--- config.mk ---
export PLATFORM = sky130hd
export DESIGN_NAME = acc_ctrl
export DESIGN_NICKNAME = d
export VERILOG_FILES = /design/src/sv/aes128_ctr_cipher_macros.svh /design/src/sv/acc_pkg.sv /design/src/sv/acc_ctrl.sv
export SDC_FILE = /design/constraint.sdc
export NUM_CORES = 1
export LEC_CHECK = 0
export BUFFER_PORTS_ARGS = -buffer_cell sky130_fd_sc_hd__clkbuf_2
export CAP_MARGIN = 5
export CORE_MARGIN = 4
export CORE_UTILIZATION = 47
export CTS_CLUSTER_DIAMETER = 150
export DETAILED_ROUTE_END_ITERATION = 10
export PLACE_DENSITY = 0.71
export SYNTH_ARGS = -nofsm -noshare
export SYNTH_HDL_FRONTEND = slang
export SYNTH_SLANG_ARGS = --single-unit
--- constraint.sdc ---
create_clock -name clk -period 6.5 [get_ports clk]
set_input_delay 1.3 -clock clk [delete_from_list [all_inputs] [get_ports clk]]
set_output_delay 1.3 -clock clk [all_outputs]
set_load 0.01 [all_outputs]
--- src/sv/aes128_ctr_cipher_macros.svh ---
// Assertion macros for the AES-128 counter-mode cipher.
// Used by the top level only; no other dependencies.
`ifndef AES128_CTR_CIPHER_MACROS_SVH
`define AES128_CTR_CIPHER_MACROS_SVH
// Implication checked on every clock edge outside reset.
`define ACC_ASSERT_IMP(label, clk, rst_n, ante, cons, msg) \
	label: assert property (@(posedge clk) disable iff (!rst_n) (ante) |-> (cons)) \
		else $error(msg);
// Next-cycle implication checked outside reset.
`define ACC_ASSERT_NXT(label, clk, rst_n, ante, cons, msg) \
	label: assert property (@(posedge clk) disable iff (!rst_n) (ante) |=> (cons)) \
		else $error(msg);
`endif

--- src/sv/acc_pkg.sv ---
// Shared types, constants and functions for the AES-128 counter-mode cipher.
// No dependencies.
package acc_pkg;

	localparam int unsigned Rounds = 10;
	localparam int unsigned BlockBytes = 16;
	localparam int unsigned ByteMax = 255;

	// Handshake between controller and round cells
	typedef struct packed {
		logic       load;   // start of a block: load counter and key
		logic       run;    // a round step is active this cycle
		logic [3:0] round;  // round number 1..10 for this step
	} round_ctl_t;

	typedef enum logic [2:0] {
		ST_IDLE = 3'b001,
		ST_RUN  = 3'b010,
		ST_OUT  = 3'b100
	} state_t;

	function automatic logic [7:0] sbox(input logic [7:0] a);
		logic [7:0] r;
		case (a)
			8'h00: r=8'h63; 8'h01: r=8'h7c; 8'h02: r=8'h77; 8'h03: r=8'h7b;
			8'h04: r=8'hf2; 8'h05: r=8'h6b; 8'h06: r=8'h6f; 8'h07: r=8'hc5;
			8'h08: r=8'h30; 8'h09: r=8'h01; 8'h0a: r=8'h67; 8'h0b: r=8'h2b;
			8'h0c: r=8'hfe; 8'h0d: r=8'hd7; 8'h0e: r=8'hab; 8'h0f: r=8'h76;
			8'h10: r=8'hca; 8'h11: r=8'h82; 8'h12: r=8'hc9; 8'h13: r=8'h7d;
			8'h14: r=8'hfa; 8'h15: r=8'h59; 8'h16: r=8'h47; 8'h17: r=8'hf0;
			8'h18: r=8'had; 8'h19: r=8'hd4; 8'h1a: r=8'ha2; 8'h1b: r=8'haf;
			8'h1c: r=8'h9c; 8'h1d: r=8'ha4; 8'h1e: r=8'h72; 8'h1f: r=8'hc0;
			8'h20: r=8'hb7; 8'h21: r=8'hfd; 8'h22: r=8'h93; 8'h23: r=8'h26;
			8'h24: r=8'h36; 8'h25: r=8'h3f; 8'h26: r=8'hf7; 8'h27: r=8'hcc;
			8'h28: r=8'h34; 8'h29: r=8'ha5; 8'h2a: r=8'he5; 8'h2b: r=8'hf1;
			8'h2c: r=8'h71; 8'h2d: r=8'hd8; 8'h2e: r=8'h31; 8'h2f: r=8'h15;
			8'h30: r=8'h04; 8'h31: r=8'hc7; 8'h32: r=8'h23; 8'h33: r=8'hc3;
			8'h34: r=8'h18; 8'h35: r=8'h96; 8'h36: r=8'h05; 8'h37: r=8'h9a;
			8'h38: r=8'h07; 8'h39: r=8'h12; 8'h3a: r=8'h80; 8'h3b: r=8'he2;
			8'h3c: r=8'heb; 8'h3d: r=8'h27; 8'h3e: r=8'hb2; 8'h3f: r=8'h75;
			8'h40: r=8'h09; 8'h41: r=8'h83; 8'h42: r=8'h2c; 8'h43: r=8'h1a;
			8'h44: r=8'h1b; 8'h45: r=8'h6e; 8'h46: r=8'h5a; 8'h47: r=8'ha0;
			8'h48: r=8'h52; 8'h49: r=8'h3b; 8'h4a: r=8'hd6; 8'h4b: r=8'hb3;
			8'h4c: r=8'h29; 8'h4d: r=8'he3; 8'h4e: r=8'h2f; 8'h4f: r=8'h84;
			8'h50: r=8'h53; 8'h51: r=8'hd1; 8'h52: r=8'h00; 8'h53: r=8'hed;
			8'h54: r=8'h20; 8'h55: r=8'hfc; 8'h56: r=8'hb1; 8'h57: r=8'h5b;
			8'h58: r=8'h6a; 8'h59: r=8'hcb; 8'h5a: r=8'hbe; 8'h5b: r=8'h39;
			8'h5c: r=8'h4a; 8'h5d: r=8'h4c; 8'h5e: r=8'h58; 8'h5f: r=8'hcf;
			8'h60: r=8'hd0; 8'h61: r=8'hef; 8'h62: r=8'haa; 8'h63: r=8'hfb;
			8'h64: r=8'h43; 8'h65: r=8'h4d; 8'h66: r=8'h33; 8'h67: r=8'h85;
			8'h68: r=8'h45; 8'h69: r=8'hf9; 8'h6a: r=8'h02; 8'h6b: r=8'h7f;
			8'h6c: r=8'h50; 8'h6d: r=8'h3c; 8'h6e: r=8'h9f; 8'h6f: r=8'ha8;
			8'h70: r=8'h51; 8'h71: r=8'ha3; 8'h72: r=8'h40; 8'h73: r=8'h8f;
			8'h74: r=8'h92; 8'h75: r=8'h9d; 8'h76: r=8'h38; 8'h77: r=8'hf5;
			8'h78: r=8'hbc; 8'h79: r=8'hb6; 8'h7a: r=8'hda; 8'h7b: r=8'h21;
			8'h7c: r=8'h10; 8'h7d: r=8'hff; 8'h7e: r=8'hf3; 8'h7f: r=8'hd2;
			8'h80: r=8'hcd; 8'h81: r=8'h0c; 8'h82: r=8'h13; 8'h83: r=8'hec;
			8'h84: r=8'h5f; 8'h85: r=8'h97; 8'h86: r=8'h44; 8'h87: r=8'h17;
			8'h88: r=8'hc4; 8'h89: r=8'ha7; 8'h8a: r=8'h7e; 8'h8b: r=8'h3d;
			8'h8c: r=8'h64; 8'h8d: r=8'h5d; 8'h8e: r=8'h19; 8'h8f: r=8'h73;
			8'h90: r=8'h60; 8'h91: r=8'h81; 8'h92: r=8'h4f; 8'h93: r=8'hdc;
			8'h94: r=8'h22; 8'h95: r=8'h2a; 8'h96: r=8'h90; 8'h97: r=8'h88;
			8'h98: r=8'h46; 8'h99: r=8'hee; 8'h9a: r=8'hb8; 8'h9b: r=8'h14;
			8'h9c: r=8'hde; 8'h9d: r=8'h5e; 8'h9e: r=8'h0b; 8'h9f: r=8'hdb;
			8'ha0: r=8'he0; 8'ha1: r=8'h32; 8'ha2: r=8'h3a; 8'ha3: r=8'h0a;
			8'ha4: r=8'h49; 8'ha5: r=8'h06; 8'ha6: r=8'h24; 8'ha7: r=8'h5c;
			8'ha8: r=8'hc2; 8'ha9: r=8'hd3; 8'haa: r=8'hac; 8'hab: r=8'h62;
			8'hac: r=8'h91; 8'had: r=8'h95; 8'hae: r=8'he4; 8'haf: r=8'h79;
			8'hb0: r=8'he7; 8'hb1: r=8'hc8; 8'hb2: r=8'h37; 8'hb3: r=8'h6d;
			8'hb4: r=8'h8d; 8'hb5: r=8'hd5; 8'hb6: r=8'h4e; 8'hb7: r=8'ha9;
			8'hb8: r=8'h6c; 8'hb9: r=8'h56; 8'hba: r=8'hf4; 8'hbb: r=8'hea;
			8'hbc: r=8'h65; 8'hbd: r=8'h7a; 8'hbe: r=8'hae; 8'hbf: r=8'h08;
			8'hc0: r=8'hba; 8'hc1: r=8'h78; 8'hc2: r=8'h25; 8'hc3: r=8'h2e;
			8'hc4: r=8'h1c; 8'hc5: r=8'ha6; 8'hc6: r=8'hb4; 8'hc7: r=8'hc6;
			8'hc8: r=8'he8; 8'hc9: r=8'hdd; 8'hca: r=8'h74; 8'hcb: r=8'h1f;
			8'hcc: r=8'h4b; 8'hcd: r=8'hbd; 8'hce: r=8'h8b; 8'hcf: r=8'h8a;
			8'hd0: r=8'h70; 8'hd1: r=8'h3e; 8'hd2: r=8'hb5; 8'hd3: r=8'h66;
			8'hd4: r=8'h48; 8'hd5: r=8'h03; 8'hd6: r=8'hf6; 8'hd7: r=8'h0e;
			8'hd8: r=8'h61; 8'hd9: r=8'h35; 8'hda: r=8'h57; 8'hdb: r=8'hb9;
			8'hdc: r=8'h86; 8'hdd: r=8'hc1; 8'hde: r=8'h1d; 8'hdf: r=8'h9e;
			8'he0: r=8'he1; 8'he1: r=8'hf8; 8'he2: r=8'h98; 8'he3: r=8'h11;
			8'he4: r=8'h69; 8'he5: r=8'hd9; 8'he6: r=8'h8e; 8'he7: r=8'h94;
			8'he8: r=8'h9b; 8'he9: r=8'h1e; 8'hea: r=8'h87; 8'heb: r=8'he9;
			8'hec: r=8'hce; 8'hed: r=8'h55; 8'hee: r=8'h28; 8'hef: r=8'hdf;
			8'hf0: r=8'h8c; 8'hf1: r=8'ha1; 8'hf2: r=8'h89; 8'hf3: r=8'h0d;
			8'hf4: r=8'hbf; 8'hf5: r=8'he6; 8'hf6: r=8'h42; 8'hf7: r=8'h68;
			8'hf8: r=8'h41; 8'hf9: r=8'h99; 8'hfa: r=8'h2d; 8'hfb: r=8'h0f;
			8'hfc: r=8'hb0; 8'hfd: r=8'h54; 8'hfe: r=8'hbb; 8'hff: r=8'h16;
			default: r = 8'h00;
		endcase
		return r;
	endfunction

	function automatic logic [7:0] rcon(input logic [3:0] round);
		logic [7:0] r;
		case (round)
			4'd1: r = 8'h01; 4'd2: r = 8'h02; 4'd3: r = 8'h04; 4'd4: r = 8'h08;
			4'd5: r = 8'h10; 4'd6: r = 8'h20; 4'd7: r = 8'h40; 4'd8: r = 8'h80;
			4'd9: r = 8'h1b; 4'd10: r = 8'h36;
			default: r = 8'h00;
		endcase
		return r;
	endfunction

	function automatic logic [7:0] xtime(input logic [7:0] a);
		return {a[6:0], 1'b0} ^ (a[7] ? 8'h1b : 8'h00);
	endfunction

endpackage

--- src/sv/acc_ctrl.sv ---
// Round sequencer and block counter for the AES-128 counter-mode cipher.
// Depends on acc_pkg.
module acc_ctrl (
	input  logic                clk,
	input  logic                arst_n,
	input  logic                start,
	input  logic                first,
	input  logic [127:0]        iv,
	input  logic                out_taken,
	output acc_pkg::round_ctl_t ctl,
	output acc_pkg::state_t     st,
	output logic [127:0]        counter
);

	acc_pkg::state_t st_q;
	logic [3:0]      round_q;
	logic [127:0]    ctr_q;
	logic [127:0]    ctr_use;

	assign ctr_use = first ? iv : ctr_q;

	always_comb begin
		ctl.load  = (st_q == acc_pkg::ST_IDLE) && start;
		ctl.run   = (st_q == acc_pkg::ST_RUN);
		ctl.round = round_q;
	end

	// Counter value fed into the cells on load
	assign counter = ctr_use;
	assign st      = st_q;

	always_ff @(posedge clk or negedge arst_n) begin
		if (!arst_n) begin
			st_q    <= acc_pkg::ST_IDLE;
			round_q <= 4'd1;
			ctr_q   <= '0;
		end else begin
			case (st_q)
				acc_pkg::ST_IDLE: begin
					if (start) begin
						ctr_q   <= ctr_use + 128'd1;
						round_q <= 4'd1;
						st_q    <= acc_pkg::ST_RUN;
					end
				end
				acc_pkg::ST_RUN: begin
					round_q <= round_q + 4'd1;
					if (round_q == 4'(acc_pkg::Rounds)) st_q <= acc_pkg::ST_OUT;
				end
				acc_pkg::ST_OUT: begin
					if (out_taken) st_q <= acc_pkg::ST_IDLE;
				end
				default: st_q <= acc_pkg::ST_IDLE;
			endcase
		end
	end

endmodule

After elaboration in Yosys (flattened, before gate mapping)
Index checks and enable logic that the tools add are counted.

Register bits: 135. Output and inout bits: 137. Word-level logic and storage cells: 24.

Add/subtract/negate cells: 2. Eq/ne operators: 7. Muxes and demuxes: 7. Reductions and logical operators: 5.

Operators by type and width (count): $add 128x1->128 const B (1); $mux 128 (1); $mux 3 (3); $pmux 3 s3 (1); $pmux 4 s2 (1); $add 4x1->4 const B (1); $eq 4x4->1 const B (1); $mux 4 (1); $ne 2x2->1 const B (2); $reduce_and 2->1 (2); $eq 3x1->1 const B (1); $eq 3x2->1 const B (1); $eq 3x3->1 const B (1); $reduce_and 3->1 (1); $ne 2x1->1 const B (1); $reduce_bool 2->1 (1); $logic_and 1x1->1 (1).

Logic depth before layout (Yosys ltp)
Depth in word-level cells: 3. Gate-level depth with buffers: 17. Depth with buffers taken out: 9.

Worst setup path after synthesis
Ideal clock, no wire load.

Path type: input port to flip-flop. From: input first. To: register ctr_q[126]. Setup time: 124 ps. Data arrival time: 4938 ps. Setup slack: 1438 ps. Stages: 17. Cells stage by stage: buf_6 -> buf_2 -> buf_2 -> buf_2 -> buf_2 -> buf_1 -> clkbuf_1 -> mux2_2 -> ha_1 -> inv_1 -> a211oi_1 -> buf_2 -> nand4_1 -> nor4_2 -> nand4_1 -> o211a_1 -> a211o_1.

Cells in the longest elaborated chain, start to end: 2.

RTL lines: start: declaration (line acc_ctrl.sv:7) `input logic first,`; $mux 128 (line acc_ctrl.sv:20) `assign ctr_use = first ? iv : ctr_q;`; via counter[0] (line acc_ctrl.sv:12) `output logic [127:0] counter`; $add 128x1->128 (line acc_ctrl.sv:41) `ctr_q <= ctr_use + 128'd1;`; end signal: assignment (line acc_ctrl.sv:41); end: declaration (line acc_ctrl.sv:17) `logic [127:0] ctr_q;`.

The timed path passes the listed nets, and every way through them passes these cells. A chain may end at the register's enable or synchronous reset.

Final worst setup path
From: input first. To: register ctr_q[125].

Cells in the longest elaborated chain, start to end: 2.

RTL lines (line): $mux 128 (acc_ctrl.sv:20); $add 128x1->128 (acc_ctrl.sv:41).

No other way between the ends.

==> results.md <==
Status:
- The run finished with clean final reports.

Yosys:
- After synthesis, the largest family of logic cells by area is simple AND/OR/NAND/NOR gates.
- In the synthesized netlist the async set-or-reset flop fraction comes to 1.00.
- The synthesized area per cell is 8.20 um2.
- The share of the yosys chip area belonging to registers is 0.297.
- The cell count after synthesis is 1,387.
- Of the total synthesized cell area, the portion taken by full adders, half adders and majority gates is 0.00330.
- The number of nets in the synthesized netlist is 1,523.
- The xor and xnor fraction of the mapped netlist area is 0.0855.
- Synthesis inferred 135 register bits.
- The number of enable-type register cells in the synthesized netlist is 0.
- After synthesis, the netlist uses 75 different library cells.
- The top flip-flop cell by instance count after synthesis is sky130_fd_sc_hd__dfrtp_1.
- The synthesized netlist occupies a cell area of 11,400 um2.
- The mux cell area share after synthesis is 0.113.
- For this run, the number of Yosys warnings is 0.
- The area fraction in compound gates after synthesis is 0.132.
- Of the total synthesized cell area, the portion taken by AND, OR, NAND and NOR gates is 0.320.

Clock tree:
- The clock-pin slew of the registers on the worst-case setup and hold paths is 70 ps.
- The number of buffers inserted by post-CTS setup repair is 0.
- The clock latency of the later-clocked register in the worst-skew pair is 440 ps.
- Counting the buffers created by CTS gives 17.
- TritonCTS built the clock tree.
- The H-tree generated during clock tree synthesis spans 4 levels.
- Post-CTS repair changed the size of 0 cells.
- The sink count of the clock tree is 135.
- Clock tree synthesis selected as its root buffer the cell sky130_fd_sc_hd__clkbuf_16.
- Counting along the longest clock path gives a buffer depth of 2.
- For this design, the CTS-stage hold fixing added 0 buffers.

Routing:
- For this block, the initial DRC count from the detailed router was 1,488.
- The antenna violation net count after detailed routing is 0.
- Summing over every cut layer, the via total after detailed routing is 12,068.
- The routed wirelength normalized by instance count is 21.9 um.
- The first-pass iteration count of the detailed router is 8.
- The vias per cell is 6.16.
- For this run, design rule violations remaining after detail routing come to 0.
- The detailed-route wire length is 42,800 um.

Flow run:
- The max capacitance violation total is 0.

STA:
- The worst clock skew on the final layout is 10.7 ps.
- The worst hold slack after final layout is 482 ps.
- The worst max-slew margin expressed relative to the limit is 0.311.
- For the pin with the worst max-slew slack, the measured transition is 1030 ps.
- Setup repair after global routing left no endpoint under its margin.
- The final max-slew violation count was 0.
- The total of endpoints with negative setup slack in the final report is 0.
- The final worst-path cycle share is 0.752.
- For the final routed database, the setup TNS stands at 0 ps.
- The final number of hold-violating endpoints came to 0.
- The final period demand of the worst path is 4890 ps.
- The highest attainable clock frequency is 205 MHz.

Global routing:
- The largest net degree at the start of global routing is 142.
- The overall routing resource usage is 0.312.
- The number of antenna violations at the first check in global routing is 1.
- The total overflow left after global routing is 0.
- The first global-routing pass estimated 64,700 um of wire.
- The number of global-route vias before repair is 11,150.

Power and ir drop:
- In this run the power spent charging and discharging nets is 1.91 mW.
- The internal power of the cells totals 2.53 mW.
- Dividing total power by cell area gives a power density of 328 nW/um2.
- The maximum vdd ir drop is 0.000185 V.
- The share of total power dissipated in sequential elements is 0.358.
- Summed over all cells, the static leakage comes to 5.97 nW.
- Of the total power, the share spent switching nets is 0.430.
- The clock share of power is 0.231.
- Of the total power, combinational logic draws 0.411.

Place:
- The routability congestion estimate is 0.952.
- During placement, the flow inserted port buffers numbering 269.
- The HPWL after detailed placement is 32,900 um.

Layout:
- Leaving out fill and tap cells, the most frequent cell in the layout is sky130_fd_sc_hd__clkbuf_2.
- At the end of the flow, the number of nets in the layout was 1,762.
- The share of final-layout standard cells stronger than drive strength 1 is 0.254.
- The synthesis-to-finish area growth is 19.1%.
- In the layout the commonest cells are sky130_fd_sc_hd__clkbuf_2 (267), sky130_fd_sc_hd__nand2_1 (243), sky130_fd_sc_hd__dfrtp_1 (133).

Worst setup path:
- The startpoint class of the critical path is an input port.
- The critical-path cell with the highest stage delay is sky130_fd_sc_hd__nor4_1.
- The largest fanout of any net on the critical path is 141.
- STA puts the critical path data arrival time at 5170 ps.
- The longest individual stage delay on the worst path is 920 ps.
- The cell that appears most often on the critical path is sky130_fd_sc_hd__nand4_1.
- The signal on the critical path passes through buf_8 -> buf_12 -> nand4_1 -> a222oi_1 -> nand4_1 -> nor4_1 -> nand4_1 -> xnor2_1 -> o21ai_0.
- Together, buffers and inverters on the worst path number 2.
- On the critical path the largest part of the delay comes from simple AND/OR/NAND/NOR gates.
- The worst setup path is of the in -> reg kind.
- At the worst endpoint, the required time is 6780 ps.
- STA classifies the critical path endpoint as a flop.

Floorplan:
- The die is 164 um wide.
- The floorplan step defined a die boundary enclosing 26,800 um2.
- For this configuration, the core starts out at a cell density of 0.482.
- The core outline area is 23,600 um2.
- The chip height is 164 um.
- The number of cell rows is 56.
- 270 I/O pins were placed.

Hold path:
- The worst hold path belongs to the class reg -> reg.
Yosys cell counts (6+ instances only):
| master | count | area, um2 |
|---|---|---|
| sky130_fd_sc_hd__nor4_1 | 22 | 138 |
| sky130_fd_sc_hd__nand2_1 | 243 | 912 |
| sky130_fd_sc_hd__o21ai_0 | 111 | 556 |
| sky130_fd_sc_hd__buf_2 | 17 | 85.1 |
| sky130_fd_sc_hd__a22oi_1 | 25 | 188 |
| sky130_fd_sc_hd__and3_1 | 8 | 50.1 |
| sky130_fd_sc_hd__xnor2_1 | 68 | 596 |
| sky130_fd_sc_hd__nand3b_1 | 36 | 270 |
| sky130_fd_sc_hd__xor2_1 | 43 | 377 |
| sky130_fd_sc_hd__mux2i_1 | 51 | 510 |
| sky130_fd_sc_hd__a211oi_1 | 6 | 45.0 |
| sky130_fd_sc_hd__and4_1 | 9 | 78.8 |
| sky130_fd_sc_hd__clkbuf_1 | 33 | 124 |
| sky130_fd_sc_hd__nand2b_1 | 9 | 56.3 |
| sky130_fd_sc_hd__o31ai_1 | 12 | 90.1 |
| sky130_fd_sc_hd__inv_1 | 62 | 233 |
| sky130_fd_sc_hd__nand4b_1 | 21 | 184 |
| sky130_fd_sc_hd__a32o_1 | 6 | 60.1 |
| sky130_fd_sc_hd__nand4_1 | 78 | 488 |
| sky130_fd_sc_hd__or3_1 | 7 | 43.8 |
| sky130_fd_sc_hd__a222oi_1 | 9 | 90.1 |
| sky130_fd_sc_hd__nor4_2 | 6 | 75.1 |
| sky130_fd_sc_hd__dfrtp_1 | 133 | 3330 |
| sky130_fd_sc_hd__nor3_1 | 28 | 140 |
| sky130_fd_sc_hd__nand3_1 | 94 | 470 |
| sky130_fd_sc_hd__nor2b_1 | 10 | 62.6 |
| sky130_fd_sc_hd__mux2_2 | 67 | 754 |
| sky130_fd_sc_hd__nor2_1 | 40 | 150 |
| sky130_fd_sc_hd__a21oi_1 | 14 | 70.1 |
| sky130_fd_sc_hd__a31oi_1 | 9 | 56.3 |
| sky130_fd_sc_hd__and2_1 | 6 | 37.5 |
registers in the layout, summed over array words and instances, names as in the netlist:
register  count
round_q       4
st            3
ctr_q       128
power by group through the flow:
stage	combinational, mW	clock (mW)	sequential, mW
after detailed placement	1.82	0	1.59
after CTS	1.82	1.03	1.58
after global placement	1.78	0	1.58
after floorplan	1.24	0	1.48
after global routing	2.03	1.07	1.64
final	1.83	1.03	1.59
area by class of cell:
| cell class | instances | area (um2) |
|---|---|---|
| Fill cell | 2205 | 10100 |
| Multi-Input combinational cell | 1126 | 7440 |
| Sequential cell | 135 | 3380 |
| Timing Repair Buffer | 284 | 1490 |
| Clock buffer | 18 | 429 |
| Tap cell | 319 | 399 |
| Inverter | 62 | 233 |
| Clock inverter | 14 | 176 |
| Antenna cell | 1 | 2.50 |
layer usage:
| metal | GRT usage | vias up | wire (um) |
|---|---|---|---|
| met2 | 0.486 | 648 | 19200 |
| met1 | 0.448 | 5725 | 18600 |
| met4 | 0.0900 | 0 | 1290 |
| li1 | - | 5598 | - |
| met5 | 0 | - | 0 |
| met3 | 0.0495 | 97 | 3770 |
final timing paths:
check / startpoint / endpoint / slack, ps / cells past startpoint
min in group asynchronous: arst_n / ctr_q[17]$_DFFE_PN0P_ / 880 / 1
min: ctr_q[122]$_DFFE_PN0P_ / ctr_q[122]$_DFFE_PN0P_ / 480 / 2
max in group asynchronous: arst_n / ctr_q[82]$_DFFE_PN0P_ / 4240 / 2
max: first / ctr_q[125]$_DFFE_PN0P_ / 1610 / 9
min reg2reg: ctr_q[122]$_DFFE_PN0P_ / ctr_q[122]$_DFFE_PN0P_ / 480 / 2
max reg2reg: ctr_q[9]$_DFFE_PN0P_ / ctr_q[127]$_DFFE_PN0P_ / 2970 / 7
stage by stage:
step | instances | cell area, um2 | power (mW) | worst slack [ps] | util
floorplan | 1387 | 11400 | 2.71 | 1440 | -
global placement | 1926 | 12900 | 3.36 | 1260 | 0.548
detailed placement | 1926 | 12900 | 3.40 | 1310 | 0.548
CTS | 1958 | 13500 | 4.43 | 1760 | 0.574
global route | 1959 | 13500 | 4.73 | 1460 | 0.574
finish | 1959 | 13500 | 4.45 | 1610 | 0.574
cells by family after synthesis:
logic type,after synthesis
simple gates,660
flops,135
buf+inv,126
compound gates,233
fa+ha+maj,3
xor+xnor,111
mux,119
tightest hold or removal path: stages, from the launching register on:
cell,delay [ps]
sky130_fd_sc_hd__dfrtp_1,340
sky130_fd_sc_hd__nand2_1,50
sky130_fd_sc_hd__o31ai_1,60
(Power assumes the default switching activity.)
